$ cat src/rtl/ipof_pkg.sv
// Shared types, widths and helpers for the impedance position offset filter.
package ipof_pkg;

	localparam int EW   = 32;
	localparam int PW   = 48;
	localparam int CFW  = 32;
	localparam int CW   = 46;
	localparam int ESW  = 34;
	localparam int NW   = 98;
	localparam int QW   = 47;
	localparam int PRW  = 65;
	localparam int CNTW = 6;

	localparam logic [CNTW-1:0] MUL_LAST = CNTW'(6);
	localparam logic [CNTW-1:0] DIV_LAST = CNTW'(QW - 1);

	localparam logic [CFW-1:0] MASS_RST      = 32'd256;
	localparam logic [CFW-1:0] DAMPING_RST   = 32'd153600;
	localparam logic [CFW-1:0] STIFFNESS_RST = 32'd23040000;

	localparam logic [1:0] REG_MASS      = 2'd0;
	localparam logic [1:0] REG_DAMPING   = 2'd1;
	localparam logic [1:0] REG_STIFFNESS = 2'd2;

	localparam logic signed [PW-1:0] POS_MAX = {1'b0, {(PW-1){1'b1}}};
	localparam logic signed [PW-1:0] POS_MIN = {1'b1, {(PW-1){1'b0}}};

	typedef enum logic [2:0] {
		ST_IDLE,
		ST_COEF,
		ST_MUL,
		ST_PREP,
		ST_DIV,
		ST_FIN,
		ST_OUT
	} state_t;

	typedef struct packed {
		logic       load;
		logic       coef;
		logic       mul_en;
		logic [2:0] mul_idx;
		logic       acc_en;
		logic       prep;
		logic       div_step;
		logic       finish;
		logic       emit;
	} cmd_t;

	typedef struct packed {
		logic out_free;
	} stat_t;

	function automatic logic signed [PW-1:0] sat48(input logic signed [PW:0] v);
		logic signed [PW-1:0] r;
		if (v[PW] != v[PW-1]) begin
			r = v[PW] ? POS_MIN : POS_MAX;
		end else begin
			r = v[PW-1:0];
		end
		return r;
	endfunction

endpackage

$ cat src/rtl/ipof_dp.sv
// Datapath: coefficients, sliced multiply-accumulate, restoring divider, history and output.
module ipof_dp (
	input  logic                              clk,
	input  logic                              arst_n,
	input  ipof_pkg::cmd_t                    cmd,
	output ipof_pkg::stat_t                   stat,
	input  logic [ipof_pkg::CFW-1:0]          mass,
	input  logic [ipof_pkg::CFW-1:0]          damping,
	input  logic [ipof_pkg::CFW-1:0]          stiffness,
	input  logic signed [ipof_pkg::EW-1:0]    force_error,
	input  logic signed [ipof_pkg::PW-1:0]    planned_z,
	output logic                              out_valid,
	input  logic                              out_ready,
	output logic signed [ipof_pkg::PW-1:0]    step_offset,
	output logic signed [ipof_pkg::PW-1:0]    corrected_z
);
	import ipof_pkg::*;

	logic signed [EW-1:0]  e_q, error_prev1_q, error_prev2_q;
	logic signed [PW-1:0]  z_q, offset_prev1_q, offset_prev2_q, offset_sum_q, y_q;
	logic [CW-1:0]         ca_q;
	logic signed [PW-1:0]  cb_q, cc_q;
	logic signed [NW-1:0]  acc_q;
	logic signed [PRW-1:0] prod_s1;
	logic [5:0]            sh_s1;
	logic                  neg_q, sat_q;
	logic [CW-1:0]         rem_q;
	logic [QW-1:0]         quo_q;
	logic                  out_valid_q;
	logic signed [PW-1:0]  step_offset_q, corrected_z_q;

	logic [PW-1:0]         ca_w, cb_w, cc_w;
	logic signed [ESW-1:0] es_w;
	logic signed [PW-1:0]  mc;
	logic signed [16:0]    mk;
	logic [5:0]            sh;
	logic [NW-1:0]         mag;
	logic [CW:0]           rem2;
	logic                  ge;
	logic [CW:0]           rem_sub;
	logic signed [PW-1:0]  y_c;

	assign ca_w = PW'(mass) * PW'(10000) + PW'(damping) * PW'(100) + PW'(stiffness);
	assign cb_w = (PW'(stiffness) << 1) - PW'(mass) * PW'(20000);
	assign cc_w = PW'(mass) * PW'(10000) + PW'(stiffness) - PW'(damping) * PW'(100);
	assign es_w = ESW'(e_q) + (ESW'(error_prev1_q) <<< 1) + ESW'(error_prev2_q);

	always_comb begin
		mc = '0;
		mk = '0;
		sh = '0;
		unique case (cmd.mul_idx)
			3'd0: begin mc = cb_q; mk = {1'b0, offset_prev1_q[15:0]};  sh = 6'd0;  end
			3'd1: begin mc = cb_q; mk = {1'b0, offset_prev1_q[31:16]}; sh = 6'd16; end
			3'd2: begin mc = cb_q; mk = {offset_prev1_q[47], offset_prev1_q[47:32]}; sh = 6'd32; end
			3'd3: begin mc = cc_q; mk = {1'b0, offset_prev2_q[15:0]};  sh = 6'd0;  end
			3'd4: begin mc = cc_q; mk = {1'b0, offset_prev2_q[31:16]}; sh = 6'd16; end
			3'd5: begin mc = cc_q; mk = {offset_prev2_q[47], offset_prev2_q[47:32]}; sh = 6'd32; end
			default: begin mc = '0; mk = '0; sh = '0; end
		endcase
	end

	assign mag     = acc_q[NW-1] ? NW'(-acc_q) : NW'(acc_q);
	assign rem2    = {rem_q, quo_q[QW-1]};
	assign ge      = rem2 >= {1'b0, ca_q};
	assign rem_sub = rem2 - {1'b0, ca_q};

	always_comb begin
		if (ca_q == '0) begin
			y_c = '0;
		end else if (sat_q) begin
			y_c = neg_q ? POS_MIN : POS_MAX;
		end else if (neg_q) begin
			y_c = -$signed({1'b0, quo_q});
		end else begin
			y_c = $signed({1'b0, quo_q});
		end
	end

	always_ff @(posedge clk) begin
		if (cmd.load) begin
			e_q <= force_error;
			z_q <= planned_z;
		end
		if (cmd.coef) begin
			ca_q  <= ca_w[CW-1:0];
			cb_q  <= $signed(cb_w);
			cc_q  <= $signed(cc_w);
			acc_q <= NW'(es_w) <<< 32;
		end
		if (cmd.mul_en) begin
			prod_s1 <= mc * mk;
			sh_s1   <= sh;
		end
		if (cmd.acc_en) begin
			acc_q <= acc_q - (NW'(prod_s1) <<< sh_s1);
		end
		if (cmd.prep) begin
			neg_q <= acc_q[NW-1];
			sat_q <= mag[NW-1:QW] >= (NW-QW)'(ca_q);
			rem_q <= mag[QW+CW-1:QW];
			quo_q <= mag[QW-1:0];
		end
		if (cmd.div_step) begin
			rem_q <= ge ? rem_sub[CW-1:0] : rem2[CW-1:0];
			quo_q <= {quo_q[QW-2:0], ge};
		end
		if (cmd.finish) begin
			y_q <= y_c;
		end
		if (cmd.emit) begin
			step_offset_q <= y_q;
			corrected_z_q <= sat48((PW+1)'(z_q) + (PW+1)'(offset_sum_q));
		end
	end

	always_ff @(posedge clk or negedge arst_n) begin
		if (!arst_n) begin
			error_prev1_q  <= '0;
			error_prev2_q  <= '0;
			offset_prev1_q <= '0;
			offset_prev2_q <= '0;
			offset_sum_q   <= '0;
			out_valid_q    <= 1'b0;
		end else begin
			if (cmd.finish) begin
				error_prev2_q  <= error_prev1_q;
				error_prev1_q  <= e_q;
				offset_prev2_q <= offset_prev1_q;
				offset_prev1_q <= y_c;
				offset_sum_q   <= sat48((PW+1)'(offset_sum_q) + (PW+1)'(y_c));
			end
			if (cmd.emit) begin
				out_valid_q <= 1'b1;
			end else if (out_ready) begin
				out_valid_q <= 1'b0;
			end
		end
	end

	assign stat.out_free = !out_valid_q || out_ready;
	assign out_valid     = out_valid_q;
	assign step_offset   = step_offset_q;
	assign corrected_z   = corrected_z_q;

	a_div_rem: assert property (@(posedge clk) disable iff (!arst_n)
		cmd.div_step && !sat_q |-> rem_q < ca_q)
		else $error("ipof_dp: divider remainder not below divisor");

	a_hist_shift: assert property (@(posedge clk) disable iff (!arst_n)
		cmd.finish |=> offset_prev2_q == $past(offset_prev1_q))
		else $error("ipof_dp: offset history did not shift");

	a_zero_div: assert property (@(posedge clk) disable iff (!arst_n)
		cmd.finish && ca_q == '0 |=> offset_prev1_q == '0)
		else $error("ipof_dp: zero divisor gave nonzero offset");

endmodule

$ cat config.mk
export PLATFORM = sky130hd
export DESIGN_NAME = ipof_dp
export DESIGN_NICKNAME = d
export VERILOG_FILES = /design/src/rtl/ipof_pkg.sv /design/src/rtl/ipof_dp.sv
export SDC_FILE = /design/constraint.sdc
export NUM_CORES = 2
export LEC_CHECK = 0
export BUFFER_PORTS_ARGS = -buffer_cell sky130_fd_sc_hd__buf_2
export CORE_ASPECT_RATIO = 0.75
export CORE_UTILIZATION = 30
export DETAILED_ROUTE_END_ITERATION = 10
export PLACE_DENSITY_LB_ADDON = 0.15
export SYNTH_ARGS = -nofsm -noshare
export SYNTH_HDL_FRONTEND = slang
export SYNTH_SLANG_ARGS = --single-unit
export TNS_END_PERCENT = 30
$ cat constraint.sdc
create_clock -name clk -period 8.1 [get_ports clk]
set_input_delay 2.43 -clock clk [delete_from_list [all_inputs] [get_ports clk]]
set_output_delay 2.43 -clock clk [all_outputs]
set_load 0.02 [all_outputs]
# ---- Word level (Yosys, flattened, before mapping)
# Index checks and enable logic that the tools add are counted.
dict set report word_totals {
  output_inout_bits 98
  mem_bits_rw 0
  elab_cells 80
  in_bits 190
  ff_bits 839
  latch_bits 0
  mem_count 0
  romBits 0
}
dict set report op_classes {
  n_eq_ne 7
  reduce_logical 11
  shift 1
  order_cmp 2
  mul 4
  div_mod_pow 0
  n_addsub 13
  mux 21
  n_bitwise 0
}
# operator count
set op_table {}
lappend op_table {{$mux 48} 8}
lappend op_table {{$mux 98} 3}
lappend op_table {{$mux 46} 3}
lappend op_table {{$pmux 17 s6} 1}
lappend op_table {{$add 48x48->49} 2}
lappend op_table {{$neg 98->98} 1}
lappend op_table {{$sshl 65x6->98} 1}
lappend op_table {{$sub 98x98->98} 1}
lappend op_table {{$pmux 48 s2} 1}
lappend op_table {{$mux 47} 2}
lappend op_table {{$mul 32x10->42 const B} 2}
lappend op_table {{$mul 48x17->65} 1}
lappend op_table {{$ge 51x46->1} 1}
lappend op_table {{$neg 47->48} 1}
lappend op_table {{$sub 33x47->48} 1}
lappend op_table {{$sub 47x39->48} 1}
lappend op_table {{$add 46x32->47} 1}
lappend op_table {{$ge 47x46->1} 1}
lappend op_table {{$add 46x32->46} 1}
lappend op_table {{$add 46x39->46} 1}
lappend op_table {{$logic_not 46->1} 1}
lappend op_table {{$sub 46x46->46} 1}
lappend op_table {{$mul 32x5->37 const B} 1}
lappend op_table {{$add 32x33->34} 1}
lappend op_table {{other kinds (13)} 21}

# ---- Longest topological paths before layout
dict set report depth {
  word_depth 7
  depth_mapped 35
  depth_no_buf 33
}

# ---- Least setup slack after synthesis
# OpenSTA, ideal clock, no wires.
dict set report synth_timing {
  path_kind {input port to flip-flop}
  startpoint {input cmd[5] (netlist name)}
  endpoint {register prod_s1[61], data pin}
  path_buffers 5
  arrival_time_ps 10716
  required_time_ps 7840
  setup_slack_ps -2876
  path_stages 31
  setup_ps 260
  path_cell_list {clkbuf_1 clkbuf_1 buf_1 mux2i_1 o21ai_0 a21oi_1 clkbuf_1 clkbuf_1 nor2_1 fa_1 inv_1 fa_1 fa_1 inv_1 fa_1 fa_1 inv_1 fa_1 inv_1 ha_1 o21ai_0 nand2b_1 nand3_1 a2111oi_0 o211ai_1 and3_1 o21bai_1 a311o_1 nor4bb_1 nor3_1 xnor2_1}
}
dict set report synth_via {
  elab_chain_cells 4
  word_cells_on_any_way 11
  classes_between {mul: 1; eq/ne: 5; mux: 2; reduce/logical: 3}
}
# item line_no
set synth_rtl {}
lappend synth_rtl {{start, declared} ipof_dp.sv:5} ;# input ipof_pkg::cmd_t cmd,
lappend synth_rtl {{$eq 3x3->1, or another cell as far along} ipof_dp.sv:52} ;# unique case (cmd.mul_idx)
lappend synth_rtl {{$reduce_or 3->1 (no source line)} --}
lappend synth_rtl {{$pmux 48 s2} ipof_dp.sv:52}
lappend synth_rtl {{$mul 48x17->65 (*)} ipof_dp.sv:92} ;# prod_s1 <= mc * mk;
lappend synth_rtl {{end signal, assigned} ipof_dp.sv:92}
lappend synth_rtl {{end, declared} ipof_dp.sv:24} ;# logic signed [PRW-1:0] prod_s1;
# Every way passes the cells marked *; elsewhere a longest branch is shown, timed or not.
# A chain may end at the register's enable or synchronous reset.

# ---- Final worst setup path
# Same ends and word-level chain as after synthesis.

==> out/results.tsv <==
metric	value	unit
status	finished, violations left	
failing checks	negative setup slack	
total CTS buffers	102	
Reg2Reg Setup Slack	0.63	ns
drt drc	0	
crit path time final	8.95	ns
Setup crit end kind	flop	
cell taking the most area after synthesis	fa_1	
largest cells by area after synthesis	fa_1 (20%), edfxtp_1 (19%), ha_1 (11%)	
Critical Path RT	8.63	ns
Congestion Overflow GR	0	
total routed wirelength	371	mm
Non-Filler Instances	16400	
Rows	180	
Worst Reg-to-Reg Cells	29	
Net Count, Synth	12500	
Tot GR Track Use	21.9	%
H-tree depth	3	
first-pass GRT wire length	537	mm
post-synthesis average cell area	9.22	µm²
FF-to-FF Start	offset_prev1_q[21]$_DFFE_PN0P_	
Starting Density	30.2	%
Fmax	0.112	GHz
number of synthesized register bits	830	
Top Ports	288	
worst hold-check path type	flop to flop	
Worst R2R End	prod_s1[61]$_DFFE_PP_	
crit path buf inv count	11	
clock skew	0.0942	ns
period utilization	110	%
FILL cells	32100	
Reg clk slew, reported paths	0.06	ns
CTS tree	done	
CP Depth	33	
share of cells above drive strength 1	23.9	%
slew of the pin with the lowest slew margin	1.40	ns
setup_tns	-46.84	ns
largest stage delay on the critical path	0.58	ns
crit path capture	prod_s1[61]$_DFFE_PP_	
Worst Setup SP	cmd[5]	
area grow syn2layout	27.6	%
Vias	82600	
most frequent cell after synthesis	inv_1	
First DRT Iteration DRCs	6663	
unrepaired setup endpoints after global routing	yes	
Arr. time, crit path	9.47	ns
# setup viols final	102	
placed inst area	115000	µm²
initial antenna violation count	28	
PortBufs	287	
largest net degree at the start of global routing	154	
mean number of vias per cell	5.03	
post-route setup slack	-0.849	ns
vias in the first global route	81400	
Die X	657	µm
die area	324000	µm²
critical path startpoint category	input port	
count of cell types in the netlist	87	
share of the synthesized area in the top cell type	20.1	%
Slew headroom	5.54	%
DRT antenna net count	0	
max-cap violations	0	
slowest CP cell	fa_2	
crit-path max FO	8	
Die Y-Extent	494	µm
Pins Over Slew Limit	0	
YS warnings	0	
Top cell by count, worst path	fa_1	
crit-path leading delay family	adder cells	
# clock sinks	830	
clk root buf	clkbuf_16	
final instance area	123000	µm²
core area	320000	µm²
asr flop ratio synth	25.2	%
Hold Fails Final Rpt	0	
kind of critical path	input port to flop	
Post-synth top cells	inv_1 (1577), fa_1 (971), nor2_1 (941)	
nets	14100	
post-synthesis sequential area ratio	24.7	%
Max Root-Sink Buffers	3	
Post-Place Cells	16100	
DR WL/cell	22.6	µm
Placer Congestion	0.949	
drt first pass iters	5	
WHS	0.418	ns
Mapped Area	96600	µm²
Worst-Skew Late Latency	0.80	ns
Synth Flop Type	edfxtp_1	
# hold bufs at CTS	0	
Post-Synthesis Cells	10500	
HPWL Detailed	306	mm
Post-synth EDFFs	621	
[worst reg2reg max path, delay by kind of cell (launching register included)]
kind	cells	cell delay [ns]
fa+ha+maj	7	3.21
compound gates	8	1.81
simple gates	5	0.70
buf+inv	7	0.68
flops	1	0.43
mux	1	0.28
xor+xnor	1	0.11
[timing repair]
item                       CTS  global route
pin swaps                  158           290
cloned                       2            18
setup endpoints to repair  114           125
resized for setup          296           408
hold endpoints to repair     0             0
setup buffers               53           112
[how the worst min path moves through the flow]
| stage | slack, ns | from | endpoint | cells after the start |
|---|---|---|---|---|
| detailed placement | 0.40 | y_q[10]$_DFFE_PP_ | step_offset[10]$_DFFE_PP_ | 0 |
| global placement | 0.41 | y_q[5]$_DFFE_PP_ | step_offset[5]$_DFFE_PP_ | 0 |
| floorplan | 0.40 | y_q[0]$_DFFE_PP_ | step_offset[0]$_DFFE_PP_ | 0 |
| global route | 0.42 | y_q[21]$_DFFE_PP_ | step_offset[21]$_DFFE_PP_ | 0 |
| CTS | 0.42 | y_q[4]$_DFFE_PP_ | step_offset[4]$_DFFE_PP_ | 0 |
| finish | 0.42 | y_q[5]$_DFFE_PP_ | step_offset[5]$_DFFE_PP_ | 0 |
[logic make-up (layout without fill, tap and decap cells)]
logic type	count (synthesis)	after routing	share of synthesized area, %
compound gates	2267	2267	15.1
xor+xnor	587	587	5.32
fa+ha+maj	1818	1818	31.1
buf+inv	1992	3660	7.74
flops	830	830	24.7
mux	317	317	3.61
other cells	0	6	0
simple gates	2674	2674	12.4
[per-layer routing]
layer	vias up	routed length (µm)	GRT usage (%)
li1	38600	-	-
met1	41400	193000	35.5
met2	2309	146000	30.2
met3	255	26200	3.90
met4	18	5000	3.00
met5	-	115	0
[cells in the final DEF (no fill, tap or decap), drive strengths merged, types with 22 or more instances in the layout]
cell,Yosys,routed
a22oi,51,51
or2,38,38
o2bb2ai,47,47
nand2,881,881
buf,37,1876
nand2b,105,105
o21bai,101,101
nand3,127,127
or4,35,35
a211oi,61,61
mux2i,120,120
a21oi,646,646
o211ai,41,41
o21a,73,73
nor2,941,941
o21ai,478,478
clkinv,1,39
clkbuf,377,137
nor3,129,129
xor2,240,240
and3,56,56
fa,971,971
edfxtp,621,621
xnor2,347,347
a21boi,22,22
nor4,43,43
ha,847,847
a21o,311,311
and2,44,44
o22a,38,38
mux2,191,191
inv,1577,1585
or3,36,36
o31ai,63,63
dfrtp,209,209
a22o,48,48
a31oi,67,67
nor2b,99,99
nand4,94,94
[sequential cells by signal, indices dropped and copies added, names as in the netlist]
signal and count:
acc_q 98, ca_q 46, cb_q 45, cc_q 46, corrected_z 48, e_q 32
error_prev1_q 32, error_prev2_q 32, neg_q 1, offset_prev1_q 48, offset_prev2_q 48, offset_sum_q 48
out_valid 1, prod_s1 65, quo_q 47, rem_q 46, sat_q 1, sh_s1 2
step_offset 48, y_q 48, z_q 48
[stage by stage]
step | setup WS, ns | utilization (%)
after floorplan | -1.06 | -
after global placement | -2.14 | 35.8
after detailed placement | -2.05 | 35.8
after CTS | -0.839 | 37.5
after global routing | -1.03 | 38.5
final | -0.849 | 38.5
[cell type report]
class / count / area (µm²) / area share (%)
multi-input cells: 7663 / 68800 / 55.8
flip-flops and latches: 830 / 23900 / 19.4
repair buffers: 1891 / 15800 / 12.8
inverters: 1578 / 5930 / 4.81
well taps: 4277 / 5350 / 4.34
clock buffers: 122 / 2690 / 2.18
clock inverters: 69 / 857 / 0.695
diodes: 6 / 15.0 / 0.0122
Power is not shown: default switching activity piles up to over one toggle a cycle in this logic, so the estimate is an artifact.
