===== config.mk =====
export PLATFORM = sky130hd
export DESIGN_NAME = ipof_ctrl
export DESIGN_NICKNAME = d
export VERILOG_FILES = /design/src/rtl/ipof_pkg.sv /design/src/rtl/ipof_ctrl.sv
export SDC_FILE = /design/constraint.sdc
export NUM_CORES = 1
export LEC_CHECK = 0
export BUFFER_PORTS_ARGS = -buffer_cell sky130_fd_sc_hd__clkbuf_2
export CAP_MARGIN = 20
export CORE_MARGIN = 2
export CORE_UTILIZATION = 53
export DETAILED_ROUTE_END_ITERATION = 12
export GPL_TIMING_DRIVEN = 0
export PLACE_DENSITY = 0.85
export SYNTH_ARGS = -nofsm -noshare
export SYNTH_HDL_FRONTEND = slang
export SYNTH_SLANG_ARGS = --single-unit
export TNS_END_PERCENT = 50

===== constraint.sdc =====
create_clock -name clk -period 1.39 [get_ports clk]
set_input_delay 0.278 -clock clk [delete_from_list [all_inputs] [get_ports clk]]
set_output_delay 0.278 -clock clk [all_outputs]
set_load 0.05 [all_outputs]

===== src/rtl/ipof_pkg.sv =====
// Shared types, widths and helpers for the impedance position offset filter.
package ipof_pkg;

	localparam int EW   = 32;
	localparam int PW   = 48;
	localparam int CFW  = 32;
	localparam int CW   = 46;
	localparam int ESW  = 34;
	localparam int NW   = 98;
	localparam int QW   = 47;
	localparam int PRW  = 65;
	localparam int CNTW = 6;

	localparam logic [CNTW-1:0] MUL_LAST = CNTW'(6);
	localparam logic [CNTW-1:0] DIV_LAST = CNTW'(QW - 1);

	localparam logic [CFW-1:0] MASS_RST      = 32'd256;
	localparam logic [CFW-1:0] DAMPING_RST   = 32'd153600;
	localparam logic [CFW-1:0] STIFFNESS_RST = 32'd23040000;

	localparam logic [1:0] REG_MASS      = 2'd0;
	localparam logic [1:0] REG_DAMPING   = 2'd1;
	localparam logic [1:0] REG_STIFFNESS = 2'd2;

	localparam logic signed [PW-1:0] POS_MAX = {1'b0, {(PW-1){1'b1}}};
	localparam logic signed [PW-1:0] POS_MIN = {1'b1, {(PW-1){1'b0}}};

	typedef enum logic [2:0] {
		ST_IDLE,
		ST_COEF,
		ST_MUL,
		ST_PREP,
		ST_DIV,
		ST_FIN,
		ST_OUT
	} state_t;

	typedef struct packed {
		logic       load;
		logic       coef;
		logic       mul_en;
		logic [2:0] mul_idx;
		logic       acc_en;
		logic       prep;
		logic       div_step;
		logic       finish;
		logic       emit;
	} cmd_t;

	typedef struct packed {
		logic out_free;
	} stat_t;

	function automatic logic signed [PW-1:0] sat48(input logic signed [PW:0] v);
		logic signed [PW-1:0] r;
		if (v[PW] != v[PW-1]) begin
			r = v[PW] ? POS_MIN : POS_MAX;
		end else begin
			r = v[PW-1:0];
		end
		return r;
	endfunction

endpackage


===== src/rtl/ipof_ctrl.sv =====
// Sequencer for the filter: load, coefficients, multiply-accumulate, divide, emit.
module ipof_ctrl (
	input  logic          clk,
	input  logic          arst_n,
	input  logic          in_valid,
	output logic          in_ready,
	input  ipof_pkg::stat_t stat,
	output ipof_pkg::cmd_t  cmd
);
	import ipof_pkg::*;

	state_t          state_q, state_d;
	logic [CNTW-1:0] cnt_q, cnt_d;

	always_ff @(posedge clk or negedge arst_n) begin
		if (!arst_n) begin
			state_q <= ST_IDLE;
			cnt_q   <= '0;
		end else begin
			state_q <= state_d;
			cnt_q   <= cnt_d;
		end
	end

	always_comb begin
		state_d  = state_q;
		cnt_d    = cnt_q;
		cmd      = '0;
		in_ready = 1'b0;
		unique case (state_q)
			ST_IDLE: begin
				in_ready = 1'b1;
				if (in_valid) begin
					cmd.load = 1'b1;
					state_d  = ST_COEF;
				end
			end
			ST_COEF: begin
				cmd.coef = 1'b1;
				cnt_d    = '0;
				state_d  = ST_MUL;
			end
			ST_MUL: begin
				cmd.mul_en  = (cnt_q != MUL_LAST);
				cmd.mul_idx = cnt_q[2:0];
				cmd.acc_en  = (cnt_q != '0);
				cnt_d       = cnt_q + 1'b1;
				if (cnt_q == MUL_LAST) begin
					state_d = ST_PREP;
				end
			end
			ST_PREP: begin
				cmd.prep = 1'b1;
				cnt_d    = '0;
				state_d  = ST_DIV;
			end
			ST_DIV: begin
				cmd.div_step = 1'b1;
				cnt_d        = cnt_q + 1'b1;
				if (cnt_q == DIV_LAST) begin
					state_d = ST_FIN;
				end
			end
			ST_FIN: begin
				cmd.finish = 1'b1;
				state_d    = ST_OUT;
			end
			ST_OUT: begin
				if (stat.out_free) begin
					cmd.emit = 1'b1;
					state_d  = ST_IDLE;
				end
			end
			default: begin
				state_d = ST_IDLE;
			end
		endcase
	end

	a_cmd_onehot: assert property (@(posedge clk) disable iff (!arst_n)
		$onehot0({cmd.load, cmd.coef, cmd.prep, cmd.div_step, cmd.finish, cmd.emit}))
		else $error("ipof_ctrl: overlapping commands");

	a_load_idle: assert property (@(posedge clk) disable iff (!arst_n)
		cmd.load |=> state_q == ST_COEF)
		else $error("ipof_ctrl: load did not start work");

	a_mul_count: assert property (@(posedge clk) disable iff (!arst_n)
		state_q == ST_MUL |-> cnt_q <= MUL_LAST)
		else $error("ipof_ctrl: multiply count out of range");

endmodule


Yosys cells after proc, flatten, opt, wreduce, memory -nomap -nowiden --
Index checks and enable logic that the tools add are counted.
Operators by class: add/subtract/negate cells 1, $mul 0, div/mod/pow operators 0, magnitude comparators 0, equal/unequal tests 13, shift operators 0, muxes and demuxes 16, bitwise gates (word level) 0, reduce and logical (&&, ||, !) cells 6
Operators by type and width (number):
- one-hot mux 3 bit (7 select lines) | 1
- 2-to-1 mux 3 bit | 4
- one-hot mux 6 bit (2 select lines) | 1
- equality test 3 bit, second input constant | 3
- 2-to-1 mux 1 bit | 9
- != test 2 bit, second input constant | 4
- adder 6 x 1 -> 6 bit, second input constant | 1
- equality test 3 x 2 -> 1 bit, second input constant | 2
- equality test 6 x 3 -> 1 bit, second input constant | 1
- equality test 6 bit, second input constant | 1
- != test 6 x 3 -> 1 bit, second input constant | 1
- nonzero test 6 bit | 1
- 2-to-1 mux 5 bit | 1
- AND reduction 4 bit | 1
- OR reduction 2 bit | 2
- equality test 3 x 1 -> 1 bit, second input constant | 1
- logical NOT 3 bit | 1
- nonzero test 2 bit | 1
Storage, ports and cells: register bits after elaboration 9, latch bits 0, bits in writable memories 0, bits in read-only memories 0, input bits 4, output and inout port bits 12, logic and storage cells 38, memories 0

Logic depth before layout (Yosys ltp) --
Gate-level depths: netlist (run 1).
depth in word-level cells 3, depth in mapped cells 5, gate-level depth less buffers 5

Least setup slack after synthesis (run 1) --
No wires, ideal clock.
kind flip-flop to output port, start point register state_q[1], end point output cmd[10] (netlist name), arrival 1.868 ns, data required time 1.112 ns, slack -0.756 ns, stages on the path, launching flop included 5, path buffers 2, cell sequence dfrtp_1 -> buf_6 -> buf_12 -> nor3_2 -> and2_1
RTL lines:
- from (decl) | line ipof_ctrl.sv:12 | state_t state_q, state_d;
- from (signal assigned) | line ipof_ctrl.sv:20 | state_q <= state_d;
- to (decl) | line ipof_ctrl.sv:8 | output ipof_pkg::cmd_t cmd

==> impl_metrics.yaml, run 1 <==
critical_path:
  cpPeakStageDelay_ps: 420
  critPathCaptureType: "primary output"
  r2r_cells: 6
  cp-start-kind: "register"
  crit_required_ps: 1110
  crit_path_end: "cmd[10]"
  crit_arrival_ps: 1530
  r2r_slack_ps: -80
  crit_start: "state_q[1]"
  path_cells: "buf_6 > buf_12 > nor3_4 > and2_4 > clkbuf_16"
  critPathTopFamily: "buffers and inverters"
  reg2reg_from: "state_q[2]"
  critPathSlowestCell: "dfrtp_1"
  worst-path-stages: 5
  r2r_end: "cnt_q[2]"
  cp_num_buf_inv: 3
  crit_path_max_fanout: 7
  path_class: "register to primary output"
logic_synthesis:
  synthArstFlopShare_pct: 100
  synth_nets: 100
  synth_seq_cells: 9
  ys_seq_area_share_pct: 27.8
  synth_warnings: 0
  synth_ff_type: "dfrtp_1"
  synthDistinctLibCells: 43
  synth_area_sq_um: 810
  synth_edf_count: 0
  avgSynthCellArea_sq_um: 8.70
  synth_cells: 93
die:
  die_area_sq_um: 1860
  die_w_microns: 43.1
  initial_core_util_pct: 55.0
  rows: 14
  boundaryPins: 16
  core_sq_um: 1470
  die_height_microns: 43.1
power:
  p_total_uw: 520
  p_leak_nw: 0.633
  powerDensity_nw_per_um2: 381
  vdd_drop_max_mv: 0.747
timing:
  post-route-period-util_pct: 130
  grt_setup_unrepaired: "yes"
  max_freq_ghz: 0.552
  fin_tns_setup_ps: -4290
  worstMarginPinSlew_ps: 317
  slew_viol_final: 0
  fin_ws_ps: -421
  min_period_ps: 1810
  setup_viol: 17
  slew_headroom_pct: 78.9
  hold_viol_final: 0
  fin_skew_ps: 2.74
place:
  hpwl_mm: 1.39
  placed_cell_area_sq_um: 972
  place_ws_ps: -206
  port-buffer-count: 15
  gp_congestion: 0.780
layout:
  drive_gt1_share_pct: 54.9
  antennaDiodeCount: 0
  syn_to_final_growth_pct: 68.6
  final_core_util_pct: 92.8
  design_area_sq_um: 1370
  multi_input_area_sq_um: 589
  regArea_sq_um: 226
  nFillCells: 50
  final_net_count: 141
drt:
  ant_nets: 0
  vias: 1027
  routed_wl_mm: 3.57
  vias_per_cell: 6.89
  firstDrtPassIters: 4
  drc: 0
  wire_per_inst_microns: 24.0
  drt_iter0_drc: 66
global_routing:
  antenna_found_initial: 0
  grt_pass1_wl_mm: 4.27
  grt-ovfl-total: 0
  grt_pass1_vias: 907
  grt_usage_pct: 31.9
  grt_max_degree: 11
worst_hold_path:
  hp-class: "input port to register"
  hold_depth: 3
run:
  maxCapViolCount: 0
clocking:
  clock_latency_ps: 270
  cts_buffer_depth: 2
  cts.sinks: 9
  clk_pin_slew_worst_paths_ps: 70
  cts_root_buffer: "clkbuf_4"
  h-tree-depth: 1
  cts_buffers: 3
  tritoncts: "built"
outcome:
  violations: "negative setup slack"
  outcome: "finished, violations left"
==> cell families (layout without fill, tap and decap cells) <==
group,Yosys count,in the layout,share of synthesized area (%)
muxes,2,2,2.47
and+or+nand+nor,41,41,32.6
AOI/OAI and AO/OA,23,23,19.9
adders and majority gates,3,3,4.64
DFF,9,9,27.8
buffers and inverters,14,54,11.4
xor gates and xnor gates,1,1,1.08
==> layer usage <==
layer	global-route usage [%]	up-vias	wire [microns]
met5	0	-	0
met4	17.6	0	239
met3	5.96	31	320
met2	52.8	101	1710
met1	38.4	480	1310
li1	-	415	-
==> final cells by class <==
class                   instances  area share (%)
flip-flops and latches          9            16.6
multi-input cells              70            43.2
inverters                       6            1.83
well taps                      16            1.47
repair buffers                 36            28.4
clock buffers                   4            1.92
plain buffers                   8            6.60
==> worst min path at each step <==
stage / from / to
floorplan: arst_n / cnt_q[0]
global placement: arst_n / cnt_q[3]
detailed placement: arst_n / cnt_q[5]
CTS: in_valid / state_q[0]
global route: in_valid / state_q[0]
finish: in_valid / state_q[0]
==> sequential cells by signal (all words and copies together) (netlist names) <==
register  count
cnt_q         6
state_q       3
==> report_power, final <==
part	switching (mW)	leakage, nW	internal [mW]
clock network	0.112	0.0150	0.111
logic	0.0211	0.529	0.0137
registers	0	0.0894	0.262
==> stage by stage <==
step                cells  hold slack (ps)
finish                149              296
global route          149              279
CTS                   139              248
detailed placement    124              151
global placement      124              152
floorplan              93            -17.6
==> worst min-delay path, delay by kind of cell <==
family	cells	cell delay (ps)
buffers and inverters	1	100
AND/OR/NAND/NOR	1	80
AO/OA/AOI/OAI	1	80
==> placed cells by master, fill, tap and decap left out, types with 2 or more instances in the layout <==
master and n:
ha_2 2, nor2_2 5, buf_4 19, dfrtp_1 8
nor3b_1 2, and3_1 3, o21ai_0 5, buf_8 9
a211oi_1 2, a31oi_1 2, buf_2 2, mux2i_1 2
nand4_1 4, inv_1 4, and2_4 3, nand2_1 4
clkbuf_2 3, and2_1 2, o21ai_1 3, clkbuf_4 3
nand3_1 3, buf_6 5, clkbuf_16 3
==> cells in the mapped netlist, types with 2 or more instances <==
cell | number | area share [%]
buf_6 | 2 | 2.8
and3_1 | 3 | 2.3
nand3_1 | 3 | 1.9
o21ai_1 | 2 | 1.2
ha_1 | 3 | 4.6
a211oi_1 | 2 | 1.9
dfrtp_1 | 9 | 28
mux2i_1 | 2 | 2.5
nor3b_1 | 3 | 2.8
o21ai_0 | 6 | 3.7
inv_1 | 6 | 2.8
buf_2 | 4 | 2.5
nand2_1 | 6 | 2.8
nor2_1 | 5 | 2.3
a31oi_1 | 2 | 1.5
and2_1 | 5 | 3.9
nand4_1 | 4 | 3.1
==> what timing repair did <==
item	CTS	global route
hold buffers	1	0
endpoints found under the hold margin	9	0
endpoints found under the setup margin	12	15
setup buffers	10	10
pin swaps	5	6
resized for setup	39	15
gates cloned	0	0
No activity file was read; power rests on OpenSTA's default activity.
==> inputs of run 2 (changes only) <==
==> constraint.sdc (replaced) <==
create_clock -name clk -period 1.39 [get_ports clk]
set_input_delay 0.139 -clock clk [delete_from_list [all_inputs] [get_ports clk]]
set_output_delay 0.139 -clock clk [all_outputs]
set_load 0.05 [all_outputs]
==> run 2 against run 1 <==
  * First-iteration DRC count increased by 56%
  * Largest power group unchanged
  * Sequential share of layout area decreased by 0.061 points
  * Routed wire length decreased by 3.6%
  * Utilization decreased by 0.17 points
  * Die area unchanged
  * Clock power increased by 7%
  * Combinational power decreased by 3%
  * The run still ends with negative setup slack left
  * Sequential cell count unchanged
==> impl_metrics.yaml, run 2 (same netlist as run 1, synthesis figures left out) <==
timing:
  worstMarginPinSlew_ps: 335
  grt_setup_unrepaired: "yes"
  slew_viol_final: 0
  setup_viol: 18
  fin_ws_ps: -239
  fin_skew_ps: 10.7
  slew_headroom_pct: 77.6
  hold_viol_final: 0
  max_freq_ghz: 0.614
  min_period_ps: 1630
  post-route-period-util_pct: 117
layout:
  nFillCells: 53
  stdcell_count: 152
  regArea_sq_um: 225
  syn_to_final_growth_pct: 68.3
  top_regs: "cnt_q (6), state_q (3)"
  largest_reg_flops: 6
  final_net_count: 144
  drive_gt1_share_pct: 55.1
  layout_common_cells: "23 x buf_4, 9 x buf_8, 9 x dfrtp_1"
  antennaDiodeCount: 0
  final_core_util_pct: 92.6
  final_common_cell: "buf_4"
  regMostFlops: "cnt_q"
  multi_input_area_sq_um: 581
drt:
  firstDrtPassIters: 4
  vias_per_cell: 6.63
  wire_per_inst_microns: 22.6
  routed_wl_mm: 3.44
  drc: 0
  drt_iter0_drc: 103
  vias: 1007
  ant_nets: 0
critical_path:
  cp-start-kind: "register"
  crit_arrival_ps: 1490
  crit_start: "state_q[1]"
  reg2reg_from: "state_q[2]"
  path_class: "register to primary output"
  critPathCaptureType: "primary output"
  crit_required_ps: 1250
  crit_path_max_fanout: 6
place:
  hpwl_mm: 1.30
  place_inst: 124
  place_ws_ps: -184
  port-buffer-count: 15
  gp_congestion: 0.802
worst_hold_path:
  hp-start: "in_valid"
  hp-class: "input port to register"
die:
  die_height_microns: 43.1
  boundaryPins: 16
  initial_core_util_pct: 55.0
  die_area_sq_um: 1860
  rows: 14
  core_sq_um: 1470
  die_w_microns: 43.1
global_routing:
  grt_usage_pct: 30.6
  antenna_found_initial: 0
  grt_pass1_vias: 877
  grt_pass1_wl_mm: 4.06
  grt_max_degree: 11
  grt-ovfl-total: 0
clocking:
  cts_buffers: 3
  cts_buffer_depth: 2
  cts_root_buffer: "clkbuf_4"
  cts.sinks: 9
  clk_pin_slew_worst_paths_ps: 80
  h-tree-depth: 1
  clock_latency_ps: 290
  tritoncts: "built"
power:
  p_leak_nw: 0.636
  powerDensity_nw_per_um2: 392
  vdd_drop_max_mv: 0.614
outcome:
  outcome: "finished, violations left"
  violations: "negative setup slack"
run:
  maxCapViolCount: 0
## run 2: through the flow
stage | hold slack (ps) | TNS (ps) | instance area [sq um] | power, mW
floorplan | -157 | -556 | 868 | 0.278
global placement | 12.9 | -573 | 963 | 0.289
detailed placement | 15.1 | -620 | 963 | 0.290
CTS | 111 | -1410 | 1250 | 0.511
global route | 137 | -3280 | 1360 | 0.535
finish | 103 | -2550 | 1360 | 0.534
## run 2: final timing paths
path | endpoint | slack (ps) | cells past startpoint
max | cmd[10] | -240 | 5
min | state_q[0] | 100 | 3
max reg2reg | cnt_q[5] | -180 | 6
min reg2reg | cnt_q[4] | 680 | 2
max in group asynchronous | cnt_q[0] | 910 | 2
min in group asynchronous | cnt_q[1] | 250 | 2
## run 2: report_power, final
group | total [mW] | switching, mW | internal [mW]
Combinational | 0.0336 | 0.0199 | 0.0137
Sequential | 0.262 | 0 | 0.262
Clock | 0.238 | 0.127 | 0.112
Total | 0.534 | 0.147 | 0.387
## run 2: timing repair
item | 4_1_cts | 5_1_grt
buffers inserted | 12 | 11
setup endpoints to repair | 12 | 14
pin swaps | 4 | 6
hold endpoints to repair | 9 | 0
gates resized for setup | 41 | 15
hold buffers | 1 | 0
## run 2: layer usage
| metal | track usage [%] | wire length (microns) | vias to the layer above | part of all wire [%] |
|---|---|---|---|---|
| met5 | 0 | 0 | - | 0 |
| met4 | 18.8 | 105 | 0 | 3.1 |
| met3 | 5.96 | 366 | 14 | 11 |
| met2 | 49.9 | 1640 | 93 | 48 |
| met1 | 36.3 | 1330 | 476 | 39 |
| li1 | - | - | 424 | - |
## run 2: layout make-up
class / count / area share, %
Inverter: 6 / 1.84
Buffer: 8 / 6.61
Multi-Input combinational cell: 70 / 42.6
Clock buffer: 4 / 1.93
Timing Repair Buffer: 39 / 29.0
Sequential cell: 9 / 16.5
Tap cell: 16 / 1.47
## run 2: critical path, stage by stage (launching register included)
cell and delay (ps):
dfrtp_1 400, buf_6 140, buf_12 130, nor3_4 210, and2_4 190, clkbuf_16 150
==> inputs of run 3 (changes only) <==
--- a/config.mk
+++ b/config.mk
@@ -11,7 +11,7 @@
 export CORE_UTILIZATION = 53
 export DETAILED_ROUTE_END_ITERATION = 12
 export GPL_TIMING_DRIVEN = 0
-export PLACE_DENSITY = 0.85
+export PLACE_DENSITY_LB_ADDON = 0.08
 export SYNTH_ARGS = -nofsm -noshare
 export SYNTH_HDL_FRONTEND = slang
 export SYNTH_SLANG_ARGS = --single-unit
==> run 3 against run 2 <==
  * The flow still finishes with violations (negative setup slack)
  * Global-route usage grew 5.1 points
  * Hold slack gained 63 ps
  * Utilization grew 1.1 points
  * Critical path type unchanged
  * Maximum frequency shrank 1.2%
  * Cell count grew 0.66%
==> impl_metrics.yaml, run 3 (same netlist as run 1, synthesis figures left out) <==
global_routing:
  grt_max_degree: 11
  grt_usage_pct: 35.7
  grt-ovfl-total: 0
  antenna_found_initial: 0
  grt_pass1_vias: 953
  grt_pass1_wl_mm: 4.95
clocking:
  cts_root_buffer: "clkbuf_4"
  clock_latency_ps: 260
  cts_buffer_depth: 2
  cts_buffers: 3
  clk_pin_slew_worst_paths_ps: 80
  h-tree-depth: 1
  cts.sinks: 9
  tritoncts: "built"
layout:
  final_core_util_pct: 93.7
  drive_gt1_share_pct: 55.5
  top_regs: "cnt_q (6), state_q (3)"
  design_area_sq_um: 1380
  regMostFlops: "cnt_q"
  layout_common_cells: "23 x buf_4, 8 x dfrtp_1, 7 x buf_8"
  largest_reg_flops: 6
  final_common_cell: "buf_4"
  syn_to_final_growth_pct: 70.3
  nFillCells: 46
  antennaDiodeCount: 0
  final_net_count: 145
critical_path:
  critPathCaptureType: "primary output"
  r2r_end: "cnt_q[5]"
  r2r_slack_ps: -130
  cp-start-kind: "register"
  crit_arrival_ps: 1510
  path_class: "register to primary output"
  r2r_cells: 6
  crit_path_max_fanout: 6
  crit_required_ps: 1250
  reg2reg_from: "state_q[2]"
timing:
  setup_viol: 18
  hold_viol_final: 0
  slew_headroom_pct: 78.0
  whs_ps: 166
  fin_skew_ps: 13.8
  fin_tns_setup_ps: -2400
  min_period_ps: 1650
  max_freq_ghz: 0.607
  post-route-period-util_pct: 119
  worstMarginPinSlew_ps: 330
  grt_setup_unrepaired: "yes"
  slew_viol_final: 0
  fin_ws_ps: -259
power:
  p_total_uw: 509
  clockPowerShare_pct: 42.1
  vdd_drop_max_mv: 0.626
  switching_share_pct: 24.3
  combPwrFrac_pct: 6.4
  p_int_uw: 385
  p_seq_share_pct: 51.5
  powerDensity_nw_per_um2: 369
  p_switching_uw: 124
  p_leak_nw: 0.642
worst_hold_path:
  hp-start: "in_valid"
  hold_depth: 3
  min_to: "state_q[0]"
  hp-class: "input port to register"
die:
  core_sq_um: 1470
  die_w_microns: 43.1
  rows: 14
  initial_core_util_pct: 55.0
  die_height_microns: 43.1
  boundaryPins: 16
  die_area_sq_um: 1860
outcome:
  outcome: "finished, violations left"
  violations: "negative setup slack"
place:
  hpwl_mm: 1.38
  placed_cell_area_sq_um: 963
  port-buffer-count: 15
  gp_congestion: 0.867
drt:
  drt_iter0_drc: 65
  wire_per_inst_microns: 24.2
  drc: 0
  routed_wl_mm: 3.70
  vias_per_cell: 6.88
  vias: 1053
  ant_nets: 0
  firstDrtPassIters: 4
run:
  maxCapViolCount: 0
## run 3: area by class of cell
class,count,area (sq um),share of cell area (%)
multi-input combinational,70,588,42.6
timing repair buffer,40,402,29.1
sequential,9,226,16.4
buffer,8,90.1,6.53
clock buffer,4,26.3,1.91
inverter,6,26.3,1.91
tap,16,20.0,1.45
## run 3: per-layer routing
layer	global-route usage, %	vias to the layer above	wire [microns]
li1	-	423	-
met1	48.7	490	1310
met2	54.3	111	1700
met3	9.36	29	464
met4	11.5	0	220
met5	0	-	0
## run 3: how the worst max path moves through the flow
| stage | startpoint | to | depth (start not counted) |
|---|---|---|---|
| finish | state_q[1] | cmd[10] | 5 |
| global route | state_q[1] | cmd[10] | 5 |
| CTS | state_q[1] | cmd[10] | 5 |
| detailed placement | state_q[0] | cmd[4] | 5 |
| global placement | state_q[0] | cmd[4] | 5 |
| floorplan | state_q[1] | cmd[10] | 4 |
## run 3: critical path: stages (launching register included)
cell and delay [ps]:
dfrtp_1 410, buf_6 150, buf_12 130, nor3_4 210, and2_4 210, clkbuf_16 160
## run 3: power groups by stage
stage	Clock [mW]	Sequential, mW	Combinational, mW
after CTS	0.212	0.262	0.0280
after floorplan	0	0.267	0.0110
after global routing	0.217	0.262	0.0339
final	0.214	0.262	0.0327
after global placement	0	0.267	0.0227
after detailed placement	0	0.267	0.0231
## run 3: timing repair
action,in CTS,in global routing
endpoints found under the hold margin,9,0
buffers inserted,18,6
hold buffers,1,0
pin swaps,6,9
setup endpoints to repair,14,17
resized for setup,39,16
## run 3: through the flow
step                cells  setup WS [ps]
floorplan              93           -224
global route          153           -257
detailed placement    124           -195
global placement      124           -183
finish                153           -259
CTS                   147           -175
